$ cat src/pce_pkg.sv
// shared types, constants and control structs of the palette crossfade engine
package pce_pkg;

    localparam int MODE_W   = 2;
    localparam int IDX_W    = 4;
    localparam int CHAN_W   = 5;
    localparam int NUM_CHAN = 3;
    localparam int COLOR_W  = CHAN_W * NUM_CHAN;
    localparam int STEP_W   = 6;
    localparam int ACC_W    = 11;

    localparam int DEF_PALETTE_ENTRIES = 16;
    localparam int DEF_FADE_STEPS      = 60;

    localparam logic [MODE_W-1:0] MODE_LOAD  = 2'd0;
    localparam logic [MODE_W-1:0] MODE_START = 2'd1;
    localparam logic [MODE_W-1:0] MODE_TICK  = 2'd2;

    typedef struct packed {
        logic [MODE_W-1:0]  mode;
        logic [IDX_W-1:0]   entry_index;
        logic [COLOR_W-1:0] entry_color;
    } item_t;

    typedef struct packed {
        logic [IDX_W-1:0]   out_index;
        logic [COLOR_W-1:0] out_color;
        logic               last_entry;
    } result_t;

    typedef enum logic [3:0] {
        OP_NONE,
        OP_ACCEPT,
        OP_TGT_WR,
        OP_COPY_RD,
        OP_COPY_WR,
        OP_STEPS_LOAD,
        OP_STEPS_DEC,
        OP_SNAP_RD,
        OP_MUL1,
        OP_MUL2,
        OP_RECIP,
        OP_EMIT
    } dp_op_t;

    typedef enum logic [1:0] {
        ENT_HOLD,
        ENT_CLR,
        ENT_INC
    } ent_op_t;

    typedef struct packed {
        dp_op_t  op;
        ent_op_t ent;
    } ctrl_t;

    typedef struct packed {
        logic item_valid;
        logic mode_load;
        logic mode_start;
        logic tick_run;
        logic ent_last;
        logic out_busy;
    } status_t;

endpackage

$ cat src/pce_sequencer.sv
// microcode step counter and control store of the palette crossfade engine
module pce_sequencer (
    input  logic             clk,
    input  logic             rst_n,
    input  pce_pkg::status_t status,
    output pce_pkg::ctrl_t   ctrl
);
    import pce_pkg::*;

    typedef enum logic [3:0] {
        S_IDLE,
        S_DSP_LD,
        S_DSP_ST,
        S_DSP_TK,
        S_LOAD,
        S_ST_RD,
        S_ST_WR,
        S_ST_END,
        S_TICK,
        S_BL_RD,
        S_BL_M1,
        S_BL_M2,
        S_BL_RC,
        S_BL_EM,
        S_BL_NX
    } step_t;

    typedef enum logic [2:0] {
        C_ALWAYS,
        C_ITEM_VALID,
        C_MODE_LOAD,
        C_MODE_START,
        C_TICK_RUN,
        C_LAST,
        C_OUT_BUSY
    } cond_t;

    typedef struct packed {
        ctrl_t ctrl;
        cond_t cond;
        step_t on_true;
        step_t on_false;
    } ucode_t;

    function automatic ucode_t rom(step_t s);
        ucode_t w;
        w = '{ctrl: '{op: OP_NONE, ent: ENT_HOLD}, cond: C_ALWAYS,
              on_true: S_IDLE, on_false: S_IDLE};
        unique case (s)
            S_IDLE:   w = '{'{OP_ACCEPT, ENT_CLR}, C_ITEM_VALID, S_DSP_LD, S_IDLE};
            S_DSP_LD: w = '{'{OP_NONE, ENT_HOLD}, C_MODE_LOAD, S_LOAD, S_DSP_ST};
            S_DSP_ST: w = '{'{OP_NONE, ENT_HOLD}, C_MODE_START, S_ST_RD, S_DSP_TK};
            S_DSP_TK: w = '{'{OP_NONE, ENT_HOLD}, C_TICK_RUN, S_TICK, S_IDLE};
            S_LOAD:   w = '{'{OP_TGT_WR, ENT_HOLD}, C_ALWAYS, S_IDLE, S_IDLE};
            S_ST_RD:  w = '{'{OP_COPY_RD, ENT_HOLD}, C_ALWAYS, S_ST_WR, S_ST_WR};
            S_ST_WR:  w = '{'{OP_COPY_WR, ENT_INC}, C_LAST, S_ST_END, S_ST_RD};
            S_ST_END: w = '{'{OP_STEPS_LOAD, ENT_HOLD}, C_ALWAYS, S_IDLE, S_IDLE};
            S_TICK:   w = '{'{OP_STEPS_DEC, ENT_HOLD}, C_ALWAYS, S_BL_RD, S_BL_RD};
            S_BL_RD:  w = '{'{OP_SNAP_RD, ENT_HOLD}, C_ALWAYS, S_BL_M1, S_BL_M1};
            S_BL_M1:  w = '{'{OP_MUL1, ENT_HOLD}, C_ALWAYS, S_BL_M2, S_BL_M2};
            S_BL_M2:  w = '{'{OP_MUL2, ENT_HOLD}, C_ALWAYS, S_BL_RC, S_BL_RC};
            S_BL_RC:  w = '{'{OP_RECIP, ENT_HOLD}, C_ALWAYS, S_BL_EM, S_BL_EM};
            S_BL_EM:  w = '{'{OP_EMIT, ENT_HOLD}, C_OUT_BUSY, S_BL_EM, S_BL_NX};
            S_BL_NX:  w = '{'{OP_NONE, ENT_INC}, C_LAST, S_IDLE, S_BL_RD};
            default:  w = '{'{OP_NONE, ENT_HOLD}, C_ALWAYS, S_IDLE, S_IDLE};
        endcase
        return w;
    endfunction

    step_t  step_reg;
    step_t  step_next;
    ucode_t word;
    logic   cond_hit;

    assign word = rom(step_reg);
    assign ctrl = word.ctrl;

    always_comb
    begin
        unique case (word.cond)
            C_ALWAYS:     cond_hit = 1'b1;
            C_ITEM_VALID: cond_hit = status.item_valid;
            C_MODE_LOAD:  cond_hit = status.mode_load;
            C_MODE_START: cond_hit = status.mode_start;
            C_TICK_RUN:   cond_hit = status.tick_run;
            C_LAST:       cond_hit = status.ent_last;
            C_OUT_BUSY:   cond_hit = status.out_busy;
            default:      cond_hit = 1'b1;
        endcase
        step_next = cond_hit ? word.on_true : word.on_false;
    end

    always_ff @(posedge clk or negedge rst_n)
    begin
        if (!rst_n)
        begin
            step_reg <= S_IDLE;
        end
        else
        begin
            step_reg <= step_next;
        end
    end

endmodule

$ cat src/pce_datapath.sv
// palette stores, channel blend arithmetic and result register
module pce_datapath #(
    parameter int PALETTE_ENTRIES = pce_pkg::DEF_PALETTE_ENTRIES,
    parameter int FADE_STEPS      = pce_pkg::DEF_FADE_STEPS
) (
    input  logic             clk,
    input  logic             rst_n,
    input  pce_pkg::ctrl_t   ctrl,
    output pce_pkg::status_t status,
    input  logic             item_valid,
    output logic             item_stall,
    input  pce_pkg::item_t   item_data,
    output logic             result_valid,
    input  logic             result_stall,
    output pce_pkg::result_t result_data
);
    import pce_pkg::*;

    localparam int AW          = (PALETTE_ENTRIES > 1) ? $clog2(PALETTE_ENTRIES) : 1;
    localparam int EXT_W       = 8;
    localparam int RECIP_SHIFT = 12;
    localparam int RECIP_W     = RECIP_SHIFT + 1;
    localparam int RECIP_MUL   = (1 << RECIP_SHIFT) / FADE_STEPS;
    localparam int PROD_W      = ACC_W + RECIP_W;
    localparam int Q_W         = CHAN_W + 1;
    localparam int QL_W        = ACC_W + 1;

    localparam logic [STEP_W-1:0]  L_VAL    = STEP_W'(FADE_STEPS);
    localparam logic [RECIP_W-1:0] M_VAL    = RECIP_W'(RECIP_MUL);
    localparam logic [AW-1:0]      LAST_ENT = AW'(PALETTE_ENTRIES - 1);
    localparam logic [EXT_W-1:0]   N_ENT    = EXT_W'(PALETTE_ENTRIES);

    typedef struct packed {
        logic [COLOR_W-1:0] from_color;
        logic [COLOR_W-1:0] to_color;
    } snap_t;

    logic [COLOR_W-1:0] live_mem [PALETTE_ENTRIES];
    logic [COLOR_W-1:0] tgt_mem  [PALETTE_ENTRIES];
    snap_t              snap_mem [PALETTE_ENTRIES];

    logic [PALETTE_ENTRIES-1:0] live_vld_reg;
    logic [PALETTE_ENTRIES-1:0] tgt_vld_reg;
    logic [PALETTE_ENTRIES-1:0] snap_vld_reg;

    item_t              item_reg;
    logic [COLOR_W-1:0] live_rd_reg;
    logic [COLOR_W-1:0] tgt_rd_reg;
    snap_t              snap_rd_reg;
    logic [STEP_W-1:0]  steps_reg;
    logic [AW-1:0]      ent_reg;
    logic               out_valid_reg;
    result_t            out_reg;

    logic [NUM_CHAN-1:0][ACC_W-1:0] acc_reg;
    logic [NUM_CHAN-1:0][Q_W-1:0]   q_reg;

    logic [NUM_CHAN-1:0][ACC_W-1:0]  p_to;
    logic [NUM_CHAN-1:0][ACC_W-1:0]  p_from;
    logic [NUM_CHAN-1:0][PROD_W-1:0] prod;
    logic [NUM_CHAN-1:0][QL_W-1:0]   ql;
    logic [NUM_CHAN-1:0][QL_W-1:0]   rem;
    logic [NUM_CHAN-1:0][Q_W-1:0]    q_fix;
    logic [COLOR_W-1:0]              blend_color;

    logic [STEP_W-1:0] l_minus_t;
    logic [EXT_W-1:0]  idx_ext;
    logic [EXT_W-1:0]  ent_ext;
    logic [AW-1:0]     ld_addr;
    logic              ld_ok;
    logic              accept;
    logic              out_busy;
    logic              emit_fire;

    assign item_stall = (ctrl.op != OP_ACCEPT);
    assign accept     = item_valid && !item_stall;
    assign out_busy   = out_valid_reg && result_stall;
    assign emit_fire  = (ctrl.op == OP_EMIT) && !out_busy;

    assign idx_ext = {{(EXT_W - IDX_W){1'b0}}, item_reg.entry_index};
    assign ent_ext = {{(EXT_W - AW){1'b0}}, ent_reg};
    assign ld_addr = idx_ext[AW-1:0];
    assign ld_ok   = (idx_ext < N_ENT);

    assign l_minus_t = L_VAL - steps_reg;

    assign status.item_valid = item_valid;
    assign status.mode_load  = (item_reg.mode == MODE_LOAD);
    assign status.mode_start = (item_reg.mode == MODE_START);
    assign status.tick_run   = (item_reg.mode == MODE_TICK) && (steps_reg != '0);
    assign status.ent_last   = (ent_reg == LAST_ENT);
    assign status.out_busy   = out_busy;

    assign result_valid = out_valid_reg;
    assign result_data  = out_reg;

    // three channel lanes
    always_comb
    begin
        for (int c = 0; c < NUM_CHAN; c++)
        begin
            p_to[c]   = ACC_W'(snap_rd_reg.to_color[c*CHAN_W +: CHAN_W]) * ACC_W'(l_minus_t);
            p_from[c] = ACC_W'(snap_rd_reg.from_color[c*CHAN_W +: CHAN_W]) * ACC_W'(steps_reg);
            prod[c]   = PROD_W'(acc_reg[c]) * PROD_W'(M_VAL);
            ql[c]     = QL_W'(q_reg[c]) * QL_W'(L_VAL);
            rem[c]    = QL_W'(acc_reg[c]) - ql[c];
            q_fix[c]  = (rem[c] >= QL_W'(L_VAL)) ? (q_reg[c] + Q_W'(1)) : q_reg[c];
            blend_color[c*CHAN_W +: CHAN_W] = q_fix[c][CHAN_W-1:0];
        end
    end

    always_ff @(posedge clk or negedge rst_n)
    begin
        if (!rst_n)
        begin
            live_vld_reg  <= '0;
            tgt_vld_reg   <= '0;
            snap_vld_reg  <= '0;
            steps_reg     <= '0;
            ent_reg       <= '0;
            out_valid_reg <= 1'b0;
        end
        else
        begin
            unique case (ctrl.ent)
                ENT_CLR:  ent_reg <= '0;
                ENT_INC:  ent_reg <= ent_reg + AW'(1);
                default:  ent_reg <= ent_reg;
            endcase
            if (ctrl.op == OP_TGT_WR && ld_ok)
            begin
                tgt_vld_reg[ld_addr] <= 1'b1;
            end
            if (ctrl.op == OP_COPY_WR)
            begin
                snap_vld_reg[ent_reg] <= 1'b1;
            end
            if (emit_fire)
            begin
                live_vld_reg[ent_reg] <= 1'b1;
            end
            if (ctrl.op == OP_STEPS_LOAD)
            begin
                steps_reg <= L_VAL;
            end
            else if (ctrl.op == OP_STEPS_DEC)
            begin
                steps_reg <= steps_reg - STEP_W'(1);
            end
            priority if (emit_fire)
            begin
                out_valid_reg <= 1'b1;
            end
            else if (!result_stall)
            begin
                out_valid_reg <= 1'b0;
            end
        end
    end

    always_ff @(posedge clk)
    begin
        if (accept)
        begin
            item_reg <= item_data;
        end
        if (ctrl.op == OP_TGT_WR && ld_ok)
        begin
            tgt_mem[ld_addr] <= item_reg.entry_color;
        end
        if (ctrl.op == OP_COPY_RD)
        begin
            live_rd_reg <= live_vld_reg[ent_reg] ? live_mem[ent_reg] : '0;
            tgt_rd_reg  <= tgt_vld_reg[ent_reg] ? tgt_mem[ent_reg] : '0;
        end
        if (ctrl.op == OP_COPY_WR)
        begin
            snap_mem[ent_reg] <= '{from_color: live_rd_reg, to_color: tgt_rd_reg};
        end
        if (ctrl.op == OP_SNAP_RD)
        begin
            snap_rd_reg <= snap_vld_reg[ent_reg] ? snap_mem[ent_reg] : '0;
        end
        for (int c = 0; c < NUM_CHAN; c++)
        begin
            if (ctrl.op == OP_MUL1)
            begin
                acc_reg[c] <= p_to[c];
            end
            else if (ctrl.op == OP_MUL2)
            begin
                acc_reg[c] <= acc_reg[c] + p_from[c];
            end
            if (ctrl.op == OP_RECIP)
            begin
                q_reg[c] <= prod[c][RECIP_SHIFT +: Q_W];
            end
        end
        if (emit_fire)
        begin
            live_mem[ent_reg] <= blend_color;
            out_reg.out_index  <= ent_ext[IDX_W-1:0];
            out_reg.out_color  <= blend_color;
            out_reg.last_entry <= (ent_reg == LAST_ENT);
        end
    end

endmodule

$ cat src/palette_crossfade_engine.sv
// top level of the palette crossfade engine
// Usage:
//   item channel (item_valid, item_stall, item_data) takes one command beat:
//   load writes one target palette entry, start snapshots live and target
//   palettes and arms the fade counter, tick advances the fade one step.
//   result channel (result_valid, result_stall, result_data) carries one
//   beat per palette entry on each tick that blends, in ascending order,
//   with last_entry set on the final one.
// Sequencing:
//   each command is dispatched by the microcode sequencer; a blending
//   tick runs the six-step per-entry microcode loop (snapshot read, two
//   multiply steps, reciprocal divide, emit, next entry) through the shared
//   three-lane multiply and reciprocal divide.
//   the first result is registered at the emit step of the first entry.
// Reset:
//   all palettes read as zero and the fade counter is cleared.
// Stall:
//   a stalled result holds in the output register; the sequencer waits
//   on the emit step until it drains, and new items are taken only between
//   commands, while a finished result may still be waiting.
module palette_crossfade_engine #(
    parameter int PALETTE_ENTRIES = pce_pkg::DEF_PALETTE_ENTRIES,
    parameter int FADE_STEPS      = pce_pkg::DEF_FADE_STEPS
) (
    input  logic             clk,
    input  logic             rst_n,
    input  logic             item_valid,
    output logic             item_stall,
    input  pce_pkg::item_t   item_data,
    output logic             result_valid,
    input  logic             result_stall,
    output pce_pkg::result_t result_data
);
    import pce_pkg::*;

    ctrl_t   ctrl;
    status_t status;

    pce_sequencer u_seq (
        .clk    (clk),
        .rst_n  (rst_n),
        .status (status),
        .ctrl   (ctrl)
    );

    pce_datapath #(
        .PALETTE_ENTRIES (PALETTE_ENTRIES),
        .FADE_STEPS      (FADE_STEPS)
    ) u_dp (
        .clk          (clk),
        .rst_n        (rst_n),
        .ctrl         (ctrl),
        .status       (status),
        .item_valid   (item_valid),
        .item_stall   (item_stall),
        .item_data    (item_data),
        .result_valid (result_valid),
        .result_stall (result_stall),
        .result_data  (result_data)
    );

endmodule
$ cat config.mk
export PLATFORM = sky130hd
export DESIGN_NAME = palette_crossfade_engine
export DESIGN_NICKNAME = d
export VERILOG_FILES = /design/src/pce_pkg.sv /design/src/pce_sequencer.sv /design/src/pce_datapath.sv /design/src/palette_crossfade_engine.sv
export SDC_FILE = /design/constraint.sdc
export NUM_CORES = 2
export LEC_CHECK = 0
export BUFFER_PORTS_ARGS = -buffer_cell sky130_fd_sc_hd__buf_2
export CAP_MARGIN = 40
export CORE_ASPECT_RATIO = 1.5
export CORE_MARGIN = 1.5
export CORE_UTILIZATION = 35
export CTS_CLUSTER_SIZE = 12
export DETAILED_ROUTE_END_ITERATION = 8
export MAX_ROUTING_LAYER = met4
export PLACE_DENSITY_LB_ADDON = 0.15
export SLEW_MARGIN = 20
export SYNTH_ARGS = -nofsm -noshare
export SYNTH_HDL_FRONTEND = slang
export SYNTH_SLANG_ARGS = --single-unit
$ cat constraint.sdc
create_clock -name clk -period 7.68 [get_ports clk]
set_input_delay 0 -clock clk [delete_from_list [all_inputs] [get_ports clk]]
set_output_delay 0 -clock clk [all_outputs]
set_load 0.01 [all_outputs]
Word level (Yosys, flattened, before mapping). Memory sizes are Yosys's and may differ from the RTL's. A register that Yosys moved wholly into a read port is not among the register bits. Cells that the tools add are included.

$add $sub $neg: 12. Multiply operators: 12. Magnitude comparators: 8. Equality and inequality tests: 23. Multiplexer cells: 32. Bitwise gates (word level): 3. Reductions and logical operators: 17.

Operators by type and width (count): 5-bit by 6-bit multiplier with 11-bit output (6); 11-bit two-way mux (6); 11-bit by 5-bit multiplier with 16-bit output (second input constant) (3); 16-bit OR (3); 12-bit by 6-bit greater-or-equal comparator with 1-bit output (second input constant) (3); 11-bit by 12-bit subtractor with 12-bit output (3); 11-bit adder (3); 6-bit by 4-bit multiplier with 10-bit output (second input constant) (3); 4-bit == test (second input constant) (5); 4-bit by 3-bit == test with 1-bit output (second input constant) (4); 5-bit by 1-bit adder with 5-bit output (second input constant) (3); 4-bit by 5-bit < comparator with 1-bit output (second input constant) (3); 5-bit two-way mux (3); 1-bit two-way mux (13); 1-bit binary-select mux with 4-bit select (3); 6-bit two-way mux (2); 3-bit == test (second input constant) (3); 1-bit demux with 4-bit select (2); 4-bit by 2-bit == test with 1-bit output (second input constant) (2); 4-bit by 1-bit greater-or-equal comparator with 1-bit output (second input constant) (2); 4-bit one-hot mux with 2 select lines (1); 1-bit logical AND (7); 3-bit by 2-bit == test with 1-bit output (second input constant) (2); 1-bit one-hot mux with 6 select lines (1); other kinds (13) (21).

Bits in registers: 155. Bits in writable memories: 960. Bits in read-only memories: 272. Input port bits: 25. Output and inout port bits: 22. Word-level logic and storage cells: 130. Memories kept: 4.

Memory list: u_dp.snap_mem (words 16, bits a word 30, rd ports 1, clocked after Yosys merged registers in 1, write ports 1, RTL line pce_datapath.sv:40) `snap_t snap_mem [PALETTE_ENTRIES];`; (no name shown) (words 16, bits a word 17, rd ports 1, clocked after Yosys merged registers in 0, write ports 0, RTL line pce_sequencer.sv:49) `unique case (s)`; u_dp.live_mem (words 16, bits a word 15, rd ports 1, clocked after Yosys merged registers in 1, write ports 1, RTL line pce_datapath.sv:38) `logic [COLOR_W-1:0] live_mem [PALETTE_ENTRIES];`; u_dp.tgt_mem (words 16, bits a word 15, rd ports 1, clocked after Yosys merged registers in 1, write ports 1, RTL line pce_datapath.sv:39) `logic [COLOR_W-1:0] tgt_mem [PALETTE_ENTRIES];`.

Longest topological paths before layout.
Depth after elaboration: 5. Mapped depth: 19. Depth with buffers taken out: 19.

Modules after synthesis. From an unflattened synthesis, not the netlist that was laid out.

Cells, all modules: 3139. Area total of the unflattened synthesis: 54752.5 sq um.

Modules (own cells, without submodules): pce_datapath (instances 1, cells each 3069, area each 54126.9 sq um, seq. area each 34868.4 sq um); pce_sequencer (instances 1, cells each 70, area each 625.6 sq um, seq. area each 100.1 sq um).

Worst setup path before layout. OpenSTA, ideal clock, no wires.

Path type: reg-to-reg. Start point: register u_dp.q_reg[3] (netlist bit). End point: memory u_dp.live_mem[0][1] (netlist bit) (data pin). Library setup time: 0.301 ns. Arrival: 4.764 ns. Data required time: 7.379 ns. Slack: 2.615 ns. Stages on the path, launching flop included: 19. Buffers on the path: 0. Period minus slack after synthesis: 5.065 ns. Cell sequence: edfxtp_1 inv_1 fa_1 fa_1 inv_1 ha_1 nor2b_1 o21ai_0 nand2b_1 a21o_1 a21oi_1 xor2_1 ha_1 or4_1 a21o_1 o211ai_1 nand4_1 nor2_1 mux2i_1.

Word-level cells in the longest chain between the ends: 4.

RTL lines: from (decl) (RTL line pce_datapath.sv:56) `logic [NUM_CHAN-1:0][Q_W-1:0] q_reg;`; from (signal, indexed assignment) (RTL line pce_datapath.sv:196) `q_reg[c] <= prod[c][RECIP_SHIFT +: Q_W];`; 6-bit by 4-bit multiplier with 10-bit output (RTL line pce_datapath.sv:105) `ql[c] = QL_W'(q_reg[c]) * QL_W'(L_VAL);`; 11-bit by 12-bit subtractor with 12-bit output (RTL line pce_datapath.sv:106) `rem[c] = QL_W'(acc_reg[c]) - ql[c];`; 12-bit by 6-bit greater-or-equal comparator with 1-bit output (RTL line pce_datapath.sv:107) `q_fix[c] = (rem[c] >= QL_W'(L_VAL)) ? (q_reg[c] + Q_W'(1)) : q_reg[c];`; 5-bit two-way mux (RTL line pce_datapath.sv:107); via u_dp.blend_color[1] (RTL line pce_datapath.sv:64) `logic [COLOR_W-1:0] blend_color;`; to (decl) (RTL line pce_datapath.sv:38).

The timed path passes the listed nets, and every way through them passes these cells.

Worst setup path after layout.
Start point: register u_dp.q_reg[6] (netlist bit). End point: memory u_dp.live_mem[15][5] (netlist bit) (data pin).

Word-level cells in the longest chain between the ends: 4. Elaborated cells between the ends (all ways): 5. Those cells by class: add/sub: 2; mul: 1; order compare: 1; mux: 1.

RTL lines (RTL line): 6-bit by 4-bit multiplier with 10-bit output (pce_datapath.sv:105); 11-bit by 12-bit subtractor with 12-bit output (pce_datapath.sv:106); 12-bit by 6-bit greater-or-equal comparator with 1-bit output (pce_datapath.sv:107); 5-bit two-way mux (*) (pce_datapath.sv:107); via u_dp.blend_color[5] (pce_datapath.sv:64).

Mark *: on every way through the listed nets, which the timed path passes. The rest lies on a longest branch.

==> reports/metrics.yaml <==
status:
  status: "complete, no violations"
synth:
  async_flop_share_pct: 5.36
  syn-cell-area_um2: 54700
  synth-seq-cells: 1175
  ys_warn_count: 0
  ys.flop_type: "edfxtp_1"
  ys_seq_area_share_pct: 63.9
  synth.net_count: 3519
  synth-edff-count: 1112
  syn_inst: 3131
  synth.largest_area_cell: "edfxtp_1"
  synth_top_area_share_pct: 61.0
  avgSynthCellArea_um2: 17.5
  netlist_top_cells_area: "edfxtp_1 (61%), mux4_2 (13%), ha_1 (5.3%)"
  ys_types: 74
floorplanning:
  die_w_um: 326
  dieHeight_um: 487
  core_area_um2: 155000
  dieArea_um2: 159000
  boundaryPins: 47
  start_util_pct: 35.3
  rows: 177
critical_path:
  ff2ff_path_depth: 17
  r2r_start: "u_dp.q_reg[6]"
  crit_type: "reg2reg"
  critPathMaxFanout: 13
  worstSetupStartpoint: "u_dp.q_reg[6]"
  worst_r2r_endpoint: "u_dp.live_mem[15][5]"
  start_kind: "flop"
  reg2reg_slack_ns: 1.96
  critPathArrivalTime_ns: 6.29
  critPathCaptureType: "flop"
  required_ns: 8.26
  crit_path_end: "u_dp.live_mem[15][5]"
placed_design:
  placed_cell_area_um2: 58300
  io_buffers: 46
  dpl.hpwl_um: 87800
  gp_congestion: 0.804
drt:
  wl_per_cell_um: 25.3
  via_count: 28000
  wl_um: 138000
  drc: 0
  drt.antenna.violating_nets: 0
  via_per_inst: 5.13
  firstDrtPassIters: 5
  dr.first_iter.drc_count: 1968
timing:
  hold_ws_ns: 0.0802
  period_share_pct: 74.5
  report.final.slew_viol_count: 0
  rsz0062_at_grt: "no"
  max_slew_margin_pct: 26.3
  finalHoldViolations: 0
  finalSetupTns_ns: 0
  period_minus_slack_ns: 5.72
  worst_pin_slew_ns: 1.11
  setup_viol: 0
  finClkSkew_ns: 0.0310
  max_freq_ghz: 0.175
power_and_ir_drop:
  pwr-share-seq_pct: 42.4
  power_density_nw_per_um2: 304
  p_total_mw: 19.0
  switching_power_mw: 5.82
  peakVddDrop_v: 0.000195
  leakagePower_nw: 21.4
  switching_share_pct: 30.7
  p_comb_share_pct: 29.2
  p_int_mw: 13.1
  clkPwrFrac_pct: 28.4
global_route:
  grt_pass1_wl_um: 205000
  antenna_found_initial: 4
  grt-ovfl-total: 0
  grt_max_degree: 155
  grt_pass1_vias: 30800
  grt_util_all_layers_pct: 18.2
cts:
  h-tree-depth: 3
  postCtsSetupBuffers: 0
  cts_buffer_depth: 3
  ctsHoldBuffers: 44
  cts.sinks: 1175
  numCtsBuffers: 117
  clk_pin_slew_worst_paths_ns: 0.06
  cts_resized: 0
  clk-insertion-delay-late_ns: 0.75
  cts_tree: "built"
  cts-root-buf: "clkbuf_16"
finish:
  largestRegisters: "u_dp.snap_mem x480, u_dp.live_mem x240, u_dp.tgt_mem x240"
  regMostFlops: "u_dp.snap_mem"
  area_growth_pct: 13.8
  fin_nets: 3707
  largest_reg_flops: 480
  drive_gt1_share_pct: 21.9
  fin_area_um2: 62300
  mostFrequentLayoutCells: "edfxtp_1 (1,112), mux4_2 (312), ha_1 (234)"
  final_common_cell: "edfxtp_1"
worst_hold_path:
  hold_path.class: "in2reg"
flow_run:
  maxCapViolations: 0
per-layer routing:
layer	GRT usage [%]	wire length [um]	vias up
li1	-	-	12400
met1	20.8	53900	14900
met2	33.0	74900	546
met3	1.87	4470	179
met4	6.46	4450	0
met5	-	0	-
worst max-delay path, cell delays in order (launching register included):
cell,delay (ns)
edfxtp_1,0.49
fa_1,0.63
fa_1,0.45
ha_1,0.31
a21o_1,0.18
a21oi_1,0.21
nor2b_1,0.09
o21a_1,0.17
nor2_1,0.11
xor2_1,0.17
ha_1,0.32
a2111oi_0,0.64
nand3_1,0.15
a41o_1,0.27
a211oi_2,0.32
nand3_1,0.20
xor2_1,0.54
buf_4,0.29
cell usage after synthesis, types with 17 or more instances:
master and count:
a21o_1 31, a21oi_1 73, and2_1 90, buf_2 37, clkbuf_1 58, dfrtp_1 63
edfxtp_1 1112, fa_1 129, ha_1 234, inv_1 202, mux2i_1 17, mux4_2 312
nand2_1 164, nor2_1 87, nor2b_1 78, o21ai_0 47, or2_2 47, xnor2_1 69
xor2_1 34
power groups by stage:
stage / sequential (mW) / clock (mW) / combinational [mW]
2_1_floorplan: 7.97 / 0 / 4.30
3_3_place_gp: 8.14 / 0 / 5.49
3_5_place_dp: 8.17 / 0 / 5.58
4_1_cts: 8.04 / 5.56 / 5.66
5_1_grt: 8.09 / 5.76 / 6.31
6_report: 8.04 / 5.39 / 5.54
final cells by class:
class	instances	area (um2)
antenna	1	2.50
clock buffer	170	3240
clock inverter	26	250
fill	13900	93000
inverter	204	766
multi-input combinational	1637	18800
sequential	1175	35000
tap	2058	2570
timing repair buffer	184	1630
stage by stage:
step	worst slack, ns	utilization [%]	cells
floorplan	2.61	-	3131
global placement	1.92	37.3	5190
detailed placement	1.81	37.5	5210
CTS	1.77	40.1	5450
global route	1.53	40.1	5455
finish	1.96	40.1	5455
worst min path at each step:
stage                  startpoint                  end  slack [ns]  cells past startpoint
floorplan                   rst_n      u_dp.ent_reg[0]       -0.30                      0
global route        item_data[19]    u_dp.item_reg[19]        0.06                      2
global placement     item_data[9]     u_dp.item_reg[9]        0.18                      1
detailed placement          rst_n  u_dp.tgt_vld_reg[0]        0.07                      2
finish              item_data[20]    u_dp.item_reg[20]        0.08                      2
CTS                 item_data[19]    u_dp.item_reg[19]        0.02                      2
cell families after synthesis:
logic type,after synthesis,share of synthesized area (%)
fa+ha+maj,363,10.1
buf+inv,319,2.33
compound gates,265,3.23
flops,1175,63.9
simple gates,561,5.34
xor+xnor,103,1.65
mux,345,13.5
Power figures use the tool's default switching activity.
